==> config.mk <==
export PLATFORM = sky130hd
export DESIGN_NAME = palette_gradient_generator_unit_flat
export DESIGN_NICKNAME = d
export VERILOG_FILES = /design/src/rtl/pgg_pkg.sv /design/src/rtl/pgg_in_if.sv /design/src/rtl/pgg_out_if.sv /design/src/rtl/pgg_front.sv /design/src/rtl/pgg_back.sv /design/src/rtl/palette_gradient_generator_unit.sv /design/src/flat_wrapper.sv
export SDC_FILE = /design/constraint.sdc
export NUM_CORES = 2
export LEC_CHECK = 0
export BUFFER_PORTS_ARGS = -buffer_cell sky130_fd_sc_hd__buf_4
export CELL_PAD_IN_SITES_DETAIL_PLACEMENT = 1
export CELL_PAD_IN_SITES_GLOBAL_PLACEMENT = 2
export CORE_ASPECT_RATIO = 0.8
export CORE_MARGIN = 1
export CORE_UTILIZATION = 40
export CTS_CLUSTER_SIZE = 28
export DETAILED_ROUTE_END_ITERATION = 8
export HOLD_SLACK_MARGIN = 0.02
export PLACE_DENSITY = 0.77
export SLEW_MARGIN = 30
export SYNTH_ARGS = -nofsm -noshare
export SYNTH_HDL_FRONTEND = slang
export SYNTH_SLANG_ARGS = --single-unit
export TNS_END_PERCENT = 100
==> constraint.sdc <==
create_clock -name clk -period 6.6 [get_ports clk]
set_clock_uncertainty 0.05 [all_clocks]
set_input_delay 0.99 -clock clk [delete_from_list [all_inputs] [get_ports clk]]
set_output_delay 0.99 -clock clk [all_outputs]
set_load 0.01 [all_outputs]
==> src/rtl/pgg_pkg.sv <==
// Package for the palette gradient generator: widths, entry-class constants,
// the queue descriptor type and the divide-by-3825 reciprocal helper.
// No dependencies.
package pgg_pkg;

  localparam int ENTRIES     = 16;
  localparam int IDX_W       = $clog2(ENTRIES);
  localparam int CH_W        = 5;
  localparam int NUM_CH      = 3;
  localparam int QUEUE_DEPTH = 2;
  localparam int QPTR_W      = $clog2(QUEUE_DEPTH);
  localparam int QCNT_W      = $clog2(QUEUE_DEPTH + 1);

  // Weighted channel product f*w*31 is at most 255*15*31 = 118575.
  localparam int PROD_W      = 17;
  // floor(x/3825) == (x*RECIP_MUL) >> RECIP_SHIFT for every x below 2^17.
  localparam int RECIP_SHIFT = 29;
  localparam int RECIP_W     = 18;
  localparam logic [RECIP_W-1:0] RECIP_MUL = 18'd140359;

  localparam logic [IDX_W-1:0] LAST_IDX         = IDX_W'(ENTRIES - 1);
  localparam logic [IDX_W-1:0] BLEND_FIRST      = IDX_W'(4);
  localparam logic [IDX_W-1:0] HARD_FLAG_FIRST  = IDX_W'(8);
  localparam logic [IDX_W-1:0] HARD_PLAIN_FIRST = IDX_W'(12);
  localparam logic [3:0]       SEMI_SLOT        = 4'hf;
  localparam logic [15:0]      NONZERO_WORD     = 16'h0400;

  typedef struct packed {
    logic [3:0]  slot;
    logic [23:0] fore_rgb;
    logic [23:0] back_rgb;
    logic        hard;  // hard-edged in-game form
    logic        semi;  // slot carries the semi-transparency flag
  } pgg_desc_t;

  // Quotient of a weighted product by 3825; the result never exceeds 31.
  function automatic logic [CH_W-1:0] div_full_scale(input logic [PROD_W-1:0] x);
    logic [PROD_W+RECIP_W-1:0] p;
    p = PROD_W'(x) * RECIP_MUL;
    return p[RECIP_SHIFT +: CH_W];
  endfunction

endpackage

==> src/rtl/pgg_in_if.sv <==
// Input channel of the palette gradient generator: valid/ready plus one
// palette request. No dependencies.
interface pgg_in_if;
  logic        valid;
  logic        ready;
  logic [3:0]  palette_slot;
  logic [31:0] fore_color;
  logic [23:0] back_color;
  logic        in_game_mode;

  modport source (output valid, palette_slot, fore_color, back_color, in_game_mode,
                  input ready);
  modport sink   (input valid, palette_slot, fore_color, back_color, in_game_mode,
                  output ready);
endinterface

==> src/rtl/pgg_out_if.sv <==
// Result channel of the palette gradient generator: valid/ready plus one
// palette entry word. Depends on pgg_pkg.
interface pgg_out_if;
  import pgg_pkg::*;
  logic             valid;
  logic             ready;
  logic [3:0]       slot_out;
  logic [IDX_W-1:0] entry_index;
  logic [15:0]      entry_word;
  logic             last_entry;

  modport source (output valid, slot_out, entry_index, entry_word, last_entry,
                  input ready);
  modport sink   (input valid, slot_out, entry_index, entry_word, last_entry,
                  output ready);
endinterface

==> src/rtl/pgg_front.sv <==
// Front end: accepts palette requests, classifies them (hard-edged form,
// semi-transparent slot) and holds them in a two-entry queue.
// Depends on pgg_pkg and pgg_in_if.
module pgg_front (
  input  logic              clk,
  input  logic              rst_n,
  pgg_in_if.sink            in_chan,
  output pgg_pkg::pgg_desc_t head,
  output logic              head_v,
  input  logic              pop
);
  import pgg_pkg::*;

  pgg_desc_t         q_r [QUEUE_DEPTH];
  logic [QPTR_W-1:0] wr_ptr_r, wr_ptr_nxt;
  logic [QPTR_W-1:0] rd_ptr_r, rd_ptr_nxt;
  logic [QCNT_W-1:0] count_r, count_nxt;
  logic              push;
  pgg_desc_t         desc;

  always_comb begin
    desc.slot     = in_chan.palette_slot;
    desc.fore_rgb = in_chan.fore_color[23:0];
    desc.back_rgb = in_chan.back_color;
    desc.hard     = in_chan.in_game_mode && (in_chan.fore_color[31:24] == 8'd0);
    desc.semi     = (in_chan.palette_slot == SEMI_SLOT);
  end

  assign in_chan.ready = (count_r != QCNT_W'(QUEUE_DEPTH));
  assign push          = in_chan.valid && in_chan.ready;
  assign head_v        = (count_r != '0);
  assign head          = q_r[rd_ptr_r];

  always_comb begin
    wr_ptr_nxt = push ? wr_ptr_r + 1'b1 : wr_ptr_r;
    rd_ptr_nxt = pop  ? rd_ptr_r + 1'b1 : rd_ptr_r;
    count_nxt  = count_r;
    if (push && !pop) begin
      count_nxt = count_r + 1'b1;
    end else if (pop && !push) begin
      count_nxt = count_r - 1'b1;
    end
  end

  always_ff @(posedge clk) begin
    if (!rst_n) begin
      wr_ptr_r <= '0;
      rd_ptr_r <= '0;
      count_r  <= '0;
    end else begin
      wr_ptr_r <= wr_ptr_nxt;
      rd_ptr_r <= rd_ptr_nxt;
      count_r  <= count_nxt;
    end
  end

  always_ff @(posedge clk) begin
    if (push) begin
      q_r[wr_ptr_r] <= desc;
    end
  end

  a_no_overflow: assert property (@(posedge clk) disable iff (!rst_n)
    count_r <= QCNT_W'(QUEUE_DEPTH))
    else $error("palette request queue overflow");

  a_pop_only_when_held: assert property (@(posedge clk) disable iff (!rst_n)
    pop |-> head_v)
    else $error("palette request popped from an empty queue");

  a_fill_tracks: assert property (@(posedge clk) disable iff (!rst_n)
    (push && !pop) |=> count_r == $past(count_r) + 1'b1)
    else $error("queue fill count lost a pushed request");

endmodule

==> src/rtl/pgg_back.sv <==
// Back end: walks the sixteen entries of the request at the queue head,
// blends the channels in a two-stage pipeline and drives the output register.
// Depends on pgg_pkg and pgg_out_if.
module pgg_back (
  input  logic               clk,
  input  logic               rst_n,
  input  pgg_pkg::pgg_desc_t head,
  input  logic               head_v,
  output logic               pop,
  pgg_out_if.source          out_chan
);
  import pgg_pkg::*;

  logic             adv, issue;
  logic [IDX_W-1:0] cnt_r, cnt_nxt;
  logic [IDX_W-1:0] wf, wb;
  logic             clear, flag;
  logic [PROD_W-1:0] xf [NUM_CH];
  logic [PROD_W-1:0] xb [NUM_CH];

  // Stage 1: weighted products.
  logic              s1_v_r;
  logic [3:0]        s1_slot_r;
  logic [IDX_W-1:0]  s1_idx_r;
  logic              s1_hard_r, s1_clear_r, s1_flag_r;
  logic [PROD_W-1:0] s1_xf_r [NUM_CH];
  logic [PROD_W-1:0] s1_xb_r [NUM_CH];

  // Stage 2: five-bit channels.
  logic              s2_v_r;
  logic [3:0]        s2_slot_r;
  logic [IDX_W-1:0]  s2_idx_r;
  logic              s2_hard_r, s2_clear_r, s2_flag_r;
  logic [CH_W-1:0]   s2_ch_r [NUM_CH];
  logic [15:0]       word;

  // Output register.
  logic              out_v_r;
  logic [3:0]        out_slot_r;
  logic [IDX_W-1:0]  out_idx_r;
  logic [15:0]       out_word_r;
  logic              out_last_r;
  logic              out_hard_r;

  assign adv   = !out_v_r || out_chan.ready;
  assign issue = head_v && adv;
  assign pop   = issue && (cnt_r == LAST_IDX);

  always_comb begin
    // The hard-edged form only ever uses the full foreground weight.
    wf      = head.hard ? LAST_IDX : cnt_r;
    wb      = LAST_IDX - wf;
    clear   = head.hard ? (cnt_r < HARD_FLAG_FIRST) : (cnt_r < BLEND_FIRST);
    flag    = head.hard ? (cnt_r < HARD_PLAIN_FIRST) : head.semi;
    cnt_nxt = issue ? cnt_r + 1'b1 : cnt_r;
    for (int c = 0; c < NUM_CH; c++) begin
      xf[c] = PROD_W'(head.fore_rgb[8*c +: 8]) * PROD_W'(wf) * PROD_W'(31);
      xb[c] = PROD_W'(head.back_rgb[8*c +: 8]) * PROD_W'(wb) * PROD_W'(31);
    end
  end

  always_comb begin
    word = {s2_flag_r, s2_ch_r[0], s2_ch_r[1], s2_ch_r[2]};
    if (s2_clear_r) begin
      word = '0;
    end else if (word == '0) begin
      word = NONZERO_WORD;
    end
  end

  always_ff @(posedge clk) begin
    if (!rst_n) begin
      cnt_r   <= '0;
      s1_v_r  <= 1'b0;
      s2_v_r  <= 1'b0;
      out_v_r <= 1'b0;
    end else begin
      cnt_r <= cnt_nxt;
      if (adv) begin
        s1_v_r  <= issue;
        s2_v_r  <= s1_v_r;
        out_v_r <= s2_v_r;
      end
    end
  end

  always_ff @(posedge clk) begin
    if (adv) begin
      s1_slot_r  <= head.slot;
      s1_idx_r   <= cnt_r;
      s1_hard_r  <= head.hard;
      s1_clear_r <= clear;
      s1_flag_r  <= flag;
      for (int c = 0; c < NUM_CH; c++) begin
        s1_xf_r[c] <= xf[c];
        s1_xb_r[c] <= xb[c];
      end

      s2_slot_r  <= s1_slot_r;
      s2_idx_r   <= s1_idx_r;
      s2_hard_r  <= s1_hard_r;
      s2_clear_r <= s1_clear_r;
      s2_flag_r  <= s1_flag_r;
      for (int c = 0; c < NUM_CH; c++) begin
        s2_ch_r[c] <= div_full_scale(s1_xf_r[c]) + div_full_scale(s1_xb_r[c]);
      end

      out_slot_r <= s2_slot_r;
      out_idx_r  <= s2_idx_r;
      out_word_r <= word;
      out_last_r <= (s2_idx_r == LAST_IDX);
      out_hard_r <= s2_hard_r;
    end
  end

  assign out_chan.valid       = out_v_r;
  assign out_chan.slot_out    = out_slot_r;
  assign out_chan.entry_index = out_idx_r;
  assign out_chan.entry_word  = out_word_r;
  assign out_chan.last_entry  = out_last_r;

  a_pop_restarts: assert property (@(posedge clk) disable iff (!rst_n)
    pop |=> cnt_r == '0)
    else $error("entry counter did not restart after the last entry");

  a_zero_only_transparent: assert property (@(posedge clk) disable iff (!rst_n)
    (out_v_r && out_word_r == '0) |->
      (out_idx_r < BLEND_FIRST || (out_hard_r && out_idx_r < HARD_FLAG_FIRST)))
    else $error("non-transparent palette entry came out as zero");

  a_stall_holds_word: assert property (@(posedge clk) disable iff (!rst_n)
    (out_v_r && !out_chan.ready) |=> (out_v_r && $stable(out_word_r)))
    else $error("stalled palette entry changed");

endmodule

==> src/rtl/palette_gradient_generator_unit.sv <==
// Top level of the palette gradient generator: request front end, queue and
// entry pipeline. Depends on pgg_pkg, pgg_in_if, pgg_out_if, pgg_front, pgg_back.
//
// Usage:
//   in_chan carries one palette request per word: slot, foreground color with
//   opacity byte, background color and the in-game flag. out_chan returns the
//   sixteen RGB555 entries of that palette, entry 0 first, one word each, with
//   last_entry marking entry 15.
//   An accepted request is written into the queue; each of its entries then
//   passes stage 1, stage 2 and the output register. The pipeline produces
//   one entry per cycle while out_chan is ready, so this single entry pipeline
//   sets the request rate. Requests back to back keep it busy with no gap
//   between palettes.
//   A two-entry request queue sits between the front end and the pipeline, so
//   in_chan keeps accepting while an earlier palette is still being emitted.
//   When a word waits on out_chan with ready low, the whole entry pipeline
//   holds and that word stays on the port; in_chan.ready drops once the queue
//   is full.
//   Reset (rst_n low at a clock edge) empties the queue and the pipeline and
//   restarts the entry counter; requests and entries in flight are dropped.
module palette_gradient_generator_unit (
  input  logic       clk,
  input  logic       rst_n,
  pgg_in_if.sink     in_chan,
  pgg_out_if.source  out_chan
);
  import pgg_pkg::*;

  // Queue head as seen by the entry pipeline.
  pgg_desc_t head;
  logic      head_v;
  logic      pop;

  pgg_front u_front (
    .clk     (clk),
    .rst_n   (rst_n),
    .in_chan (in_chan),
    .head    (head),
    .head_v  (head_v),
    .pop     (pop)
  );

  // The pipeline pops the head when it issues the last entry of a palette.
  pgg_back u_back (
    .clk      (clk),
    .rst_n    (rst_n),
    .head     (head),
    .head_v   (head_v),
    .pop      (pop),
    .out_chan (out_chan)
  );

endmodule
==> src/flat_wrapper.sv <==
// flat-port wrapper written by rule: the top's interface ports become plain ports
module palette_gradient_generator_unit_flat import pgg_pkg::*;
  (clk, rst_n, in_chan_valid, in_chan_palette_slot, in_chan_fore_color, in_chan_back_color, in_chan_in_game_mode, in_chan_ready, out_chan_valid, out_chan_slot_out, out_chan_entry_index, out_chan_entry_word, out_chan_last_entry, out_chan_ready);
  pgg_in_if in_chan_i ();
  pgg_out_if out_chan_i ();
  input  logic clk;
  input  logic rst_n;
  input wire logic [$bits(in_chan_i.valid)-1:0] in_chan_valid;
  input wire logic [$bits(in_chan_i.palette_slot)-1:0] in_chan_palette_slot;
  input wire logic [$bits(in_chan_i.fore_color)-1:0] in_chan_fore_color;
  input wire logic [$bits(in_chan_i.back_color)-1:0] in_chan_back_color;
  input wire logic [$bits(in_chan_i.in_game_mode)-1:0] in_chan_in_game_mode;
  output wire logic [$bits(in_chan_i.ready)-1:0] in_chan_ready;
  output wire logic [$bits(out_chan_i.valid)-1:0] out_chan_valid;
  output wire logic [$bits(out_chan_i.slot_out)-1:0] out_chan_slot_out;
  output wire logic [$bits(out_chan_i.entry_index)-1:0] out_chan_entry_index;
  output wire logic [$bits(out_chan_i.entry_word)-1:0] out_chan_entry_word;
  output wire logic [$bits(out_chan_i.last_entry)-1:0] out_chan_last_entry;
  input wire logic [$bits(out_chan_i.ready)-1:0] out_chan_ready;
  assign in_chan_i.valid = in_chan_valid;
  assign in_chan_i.palette_slot = in_chan_palette_slot;
  assign in_chan_i.fore_color = in_chan_fore_color;
  assign in_chan_i.back_color = in_chan_back_color;
  assign in_chan_i.in_game_mode = in_chan_in_game_mode;
  assign in_chan_ready = in_chan_i.ready;
  assign out_chan_valid = out_chan_i.valid;
  assign out_chan_slot_out = out_chan_i.slot_out;
  assign out_chan_entry_index = out_chan_i.entry_index;
  assign out_chan_entry_word = out_chan_i.entry_word;
  assign out_chan_last_entry = out_chan_i.last_entry;
  assign out_chan_i.ready = out_chan_ready;
  palette_gradient_generator_unit u_core (.clk(clk), .rst_n(rst_n), .in_chan(in_chan_i), .out_chan(out_chan_i));
endmodule
# [Word-level counts from Yosys, hierarchy flattened]
# Memory sizes are Yosys's and may differ from the RTL's. A register that Yosys moved wholly into a read port is not among the register bits.
# Index checks and enable logic that the tools add are counted.
# Widths: inputs -> output; s select.
[totals] reg_bits=56 mem_bits_rw=225 in_bits=65 output_inout_bits=27 wordCells=85 mem_count=4
[mem_list] memory="u_core.u_front.q_r" depth=2 word_bits=54 rd=1 rd_ports_with_merged_regs=1 wr=1 line_no="pgg_front.sv:14" source="pgg_desc_t q_r [QUEUE_DEPTH];"
[mem_list] memory="u_core.u_back.s1_xb_r" depth=3 word_bits=17 rd=3 rd_ports_with_merged_regs=0 wr=3 line_no="pgg_back.sv:27" source="logic [PROD_W-1:0] s1_xb_r [NUM_CH];"
[mem_list] memory="u_core.u_back.s1_xf_r" depth=3 word_bits=17 rd=3 rd_ports_with_merged_regs=0 wr=3 line_no="pgg_back.sv:26" source="logic [PROD_W-1:0] s1_xf_r [NUM_CH];"
[mem_list] memory="u_core.u_back.s2_ch_r" depth=3 word_bits=5 rd=3 rd_ports_with_merged_regs=0 wr=3 line_no="pgg_back.sv:34" source="logic [CH_W-1:0] s2_ch_r [NUM_CH];"
[classes] n_addsub=9 mul=18 n_lt_le_gt_ge=3 eq_ne=4 muxes=12 n_reduce_logical=15
[ops] operator="$mul 17x18->34 const B" n=6
[ops] operator="$mul 12x5->17 const B" n=6
[ops] operator="$mul 8x4->12" n=6
[ops] operator="$logic_not 16->1" n=1
[ops] operator="$add 5x5->5" n=3
[ops] operator="$eq 4x4->1 const B" n=3
[ops] operator="$mux 11" n=1
[ops] operator="$logic_not 8->1" n=1
[ops] operator="$lt 4x4->1 const B" n=2
[ops] operator="$mux 1" n=8
[ops] operator="$logic_and 1x1->1" n=6
[ops] operator="$add 4x1->4 const B" n=1
[ops] operator="$lt 4x3->1 const B" n=1
[ops] operator="$mux 2" n=2
[ops] operator="$mux 4" n=1
[ops] operator="$reduce_bool 2->1" n=2
[ops] operator="$sub 4x4->4 const A" n=1
[ops] operator="$logic_not 1->1" n=3
[ops] operator="$add 1x1->1 const B" n=2
[ops] operator="$add 2x1->2 const B" n=1
[ops] operator="$ne 2x2->1 const B" n=1
[ops] operator="$reduce_or 2->1" n=1
[ops] operator="$sub 2x1->2 const B" n=1
[ops] operator="$logic_or 1x1->1" n=1

# [Depth between registers and ports, before layout]
[logic_depth] ltp_word=7 depth_mapped=32 ltp_nobuf=32

# [Modules after synthesis]
# From an unflattened synthesis, not the netlist that was laid out.
[unflattened] cells_unflattened=4330 area_unflattened_um2=45865.2
[modules_own_cells] module="pgg_back" n_inst=1 cells_per_inst=4134 area_each_um2=41682.5 seq_area_each_um2=5004.8
[modules_own_cells] module="pgg_front" n_inst=1 cells_per_inst=196 area_each_um2=4182.8 seq_area_each_um2=3343.2

# [Least setup slack after synthesis]
# OpenSTA, ideal clock, no wires.
[synth_timing] kind="reg2reg" start="register with a tool-made name" end="memory u_core.u_back.s1_xf_r[2][16] (netlist: u_core.u_back.s1_xf_r[0][50]), data pin" setup_time_ns=0.255 t_arrival_ns=6.804 required_ns=6.295 path_slack_ns=-0.509 path_stages_with_launch=28 n_path_buf=3 period_less_slack_ns=7.109 cell_sequence="dfxtp_1 > clkbuf_1 > buf_1 > buf_1 > mux2i_1 > nor2_1 > fa_1 > inv_1 > fa_1 > inv_1 > ha_1 > a21o_1 > a21oi_1 > o21bai_1 > a21oi_1 > o21bai_1 > a21oi_1 > xnor2_1 > inv_1 > fa_1 > inv_1 > fa_1 > ha_1 > and2_1 > a22o_1 > a311oi_1 > o21ai_0 > and3_1"
[synth_rtl] item="end, declared" line_no="pgg_back.sv:26"

==> summary.txt <==
Route
  • WL per Instance: 18.6 um
  • DRT Wirelength: 122 mm
  • Iter 0 DRT Violations: 1174
  • DRC Markers: 0
  • Post-DRT Antenna Nets: 0
  • Vias: 32500
  • Vias per inst: 4.96
  • Pre-antenna DRT Iters: 6

Layout
  • Storage cell area: 8350 um^2
  • Fillers: 12200
  • Multi-input gate area: 36100 um^2
  • Commonest non-fill, non-tap cell in the layout: ha_1
  • Area delta synth->final: 25.8%
  • Share of cells above drive strength 1: 0.256
  • Most frequent cells in the layout: 1037 x ha_1, 895 x inv_1, 672 x buf_4
  • Final net count: 6688

Critical path
  • Worst path most repeated cell: fa_1
  • CP Class: flop to flop
  • Crit path buffers/inverters: 4
  • Startpoint Class: flop
  • Critical path capture point type: flop
  • Critical path launch point: u_core.u_back.s1_xf_r[0][49]
  • CP top delay family: adder cells
  • Req. time, crit path: 6.89 ns
  • R2R Path Start: u_core.u_back.s1_xf_r[0][49]
  • Worst-path fanout max: 5
  • Largest stage delay, worst path: 0.56 ns
  • Slowest CP cell: fa_2
  • CP arrival: 7.30 ns

Place
  • RePlAce Congestion: 0.859
  • Port Buffer Count: 91
  • HPWL after DPL: 100 mm

CTS
  • H-tree Lvls: 2
  • CTS root buf: clkbuf_16
  • Clock Pin Slew Worst Setup and Hold Paths: 0.06 ns
  • CTS buffer count: 39
  • Clock Latency Late Sink: 0.60 ns
  • CTS tree: built
  • Sink Count: 282
  • Hold_buf cts: 0
  • Clock buffer depth: 3

Timing
  • Final worst-path cycle share: 1.06
  • Max-slew violations: 0
  • Max Clock Freq: 143 MHz
  • Max-Slew Margin vs Limit: 0.347
  • Final Hold Fails: 0
  • Hold slack final: 0.372 ns
  • Tightest Pin Transition: 0.979 ns
  • RSZ-0062 raised after global routing: yes
  • Final setup margin: -0.401 ns
  • Min Clock Period, post-route: 7.00 ns
  • Final setup fails: 13

Floorplanning
  • Num rows: 110
  • Top Ports: 92
  • Starting Density: 0.403
  • Die W: 378 um
  • Core area: 112000 um^2
  • Die area: 115000 um^2
  • Die height: 303 um

Global routing
  • Vias in the first global route: 35700
  • First-pass GRT wire length: 191 mm
  • Largest net degree at the start of global routing: 61
  • Grt ovf: 0
  • Antenna violations before repair: 7
  • GRT Resource Usage Total: 0.212

Logic synthesis
  • Post-synth EDFFs: 270
  • Yosys warnings: 0
  • Ys async rst share: 0
  • Ys flop type: edfxtp_1
  • Net Count, Synth: 5950
  • Cell variety after synth: 76
  • Mean Syn Cell Area: 10.6 um^2
  • Register area share after synthesis: 0.184
  • Synth Instances: 4270
  • Mapped Area: 45300 um^2
  • Synthesized flop and latch total: 282

Job
  • Maxcap violations: 0

Min path
  • Hold_sp: u_core.u_back.s1_flag_r
  • Hold Path Class: flop to flop

Status
  • Status: complete, but fails checks
  • Failing checks: setup timing
## state kept, by name (all words and copies together), names as in the netlist, 15 cells and up, named ones only
register and flops:
u_core.u_back.s1_xb_r 51, u_core.u_front.q_r 108, u_core.u_back.s2_ch_r 15, u_core.u_back.out_chan.entry_word 16, u_core.u_back.s1_xf_r 51
## worst paths after layout
path	endpoint	slack, ns	cells past startpoint
max reg2reg	u_core.u_back.s2_ch_r[0][14]	-0.40	26
min reg2reg	u_core.u_back.s2_flag_r	0.37	0
max	u_core.u_back.s2_ch_r[0][14]	-0.40	26
min	u_core.u_back.s2_flag_r	0.37	0
## final cells by class
type | instances | share of cell area
Sequential cell | 282 | 0.146
Multi-Input combinational cell | 3019 | 0.634
Clock buffer | 42 | 0.0175
Antenna cell | 2 | 0.0000878
Tap cell | 1512 | 0.0332
Inverter | 941 | 0.0620
Clock inverter | 28 | 0.00492
Timing Repair Buffer | 725 | 0.102
## worst register-to-register path: cells and delay by family (launching register included)
kind	cells	cell delay (ns)
xor+xnor	2	0.27
fa+ha+maj	8	3.22
simple gates	5	0.70
flops	1	0.49
compound gates	7	1.50
buf+inv	4	0.53
## metrics by stage
| step | setup slack [ns] | instance area [um^2] | utilization | instances | TNS, ns |
|---|---|---|---|---|---|
| 2_1_floorplan | 0.0107 | 45400 | - | 4270 | 0 |
| 3_3_place_gp | -0.325 | 52000 | 0.462 | 6372 | -2.00 |
| 3_5_place_dp | -0.419 | 52000 | 0.462 | 6372 | -4.82 |
| 4_1_cts | -0.343 | 55000 | 0.489 | 6498 | -0.612 |
| 5_1_grt | -0.673 | 57000 | 0.507 | 6549 | -6.42 |
| 6_report | -0.401 | 57000 | 0.507 | 6551 | -1.20 |
## per-layer routing
layer / vias up / wire length [um] / track usage / part of all wire
met5: - / 36 / 0 / 0.00029
met4: 6 / 1980 / 0.0364 / 0.016
met3: 110 / 6030 / 0.0339 / 0.049
met2: 425 / 55900 / 0.348 / 0.46
met1: 16200 / 58100 / 0.298 / 0.48
li1: 15700 / - / - / -
## repair_timing
item                       CTS  global route
gates resized for setup    258           288
setup endpoints to repair   28            41
buffers inserted            59            59
hold endpoints to repair     0             0
cloned                       2             1
pin swaps                  210           254
## logic make-up (layout without fill, tap and decap cells)
| family | after synthesis | in the layout | synth area share |
|---|---|---|---|
| AO/OA/AOI/OAI | 479 | 479 | 0.0717 |
| multiplexers | 69 | 69 | 0.0160 |
| XOR/XNOR | 243 | 243 | 0.0486 |
| AND/OR/NAND/NOR | 606 | 606 | 0.0672 |
| adder cells (fa/ha/maj) | 1622 | 1622 | 0.532 |
| other | 0 | 2 | 0 |
| buffers and inverters | 969 | 1736 | 0.0803 |
| flip-flops | 282 | 282 | 0.184 |
## Yosys cell counts, types with 27 or more instances
master	instances	share of area
or2_2	38	0.0052
or3_1	28	0.0039
nor2_1	185	0.015
and2_1	42	0.0058
fa_1	509	0.22
mux2_2	29	0.0072
a21oi_1	132	0.015
nor2b_1	39	0.0054
ha_1	1106	0.31
xnor2_1	172	0.033
o21ai_0	47	0.0052
a21o_1	81	0.013
edfxtp_1	270	0.18
o21bai_1	27	0.0045
nand2_1	105	0.0087
nor3_1	36	0.0040
mux2i_1	40	0.0088
xor2_1	62	0.012
inv_1	937	0.078
nand3_1	31	0.0034
Power is not shown: default switching activity piles up to over one toggle a cycle in this logic, so the estimate is an artifact.
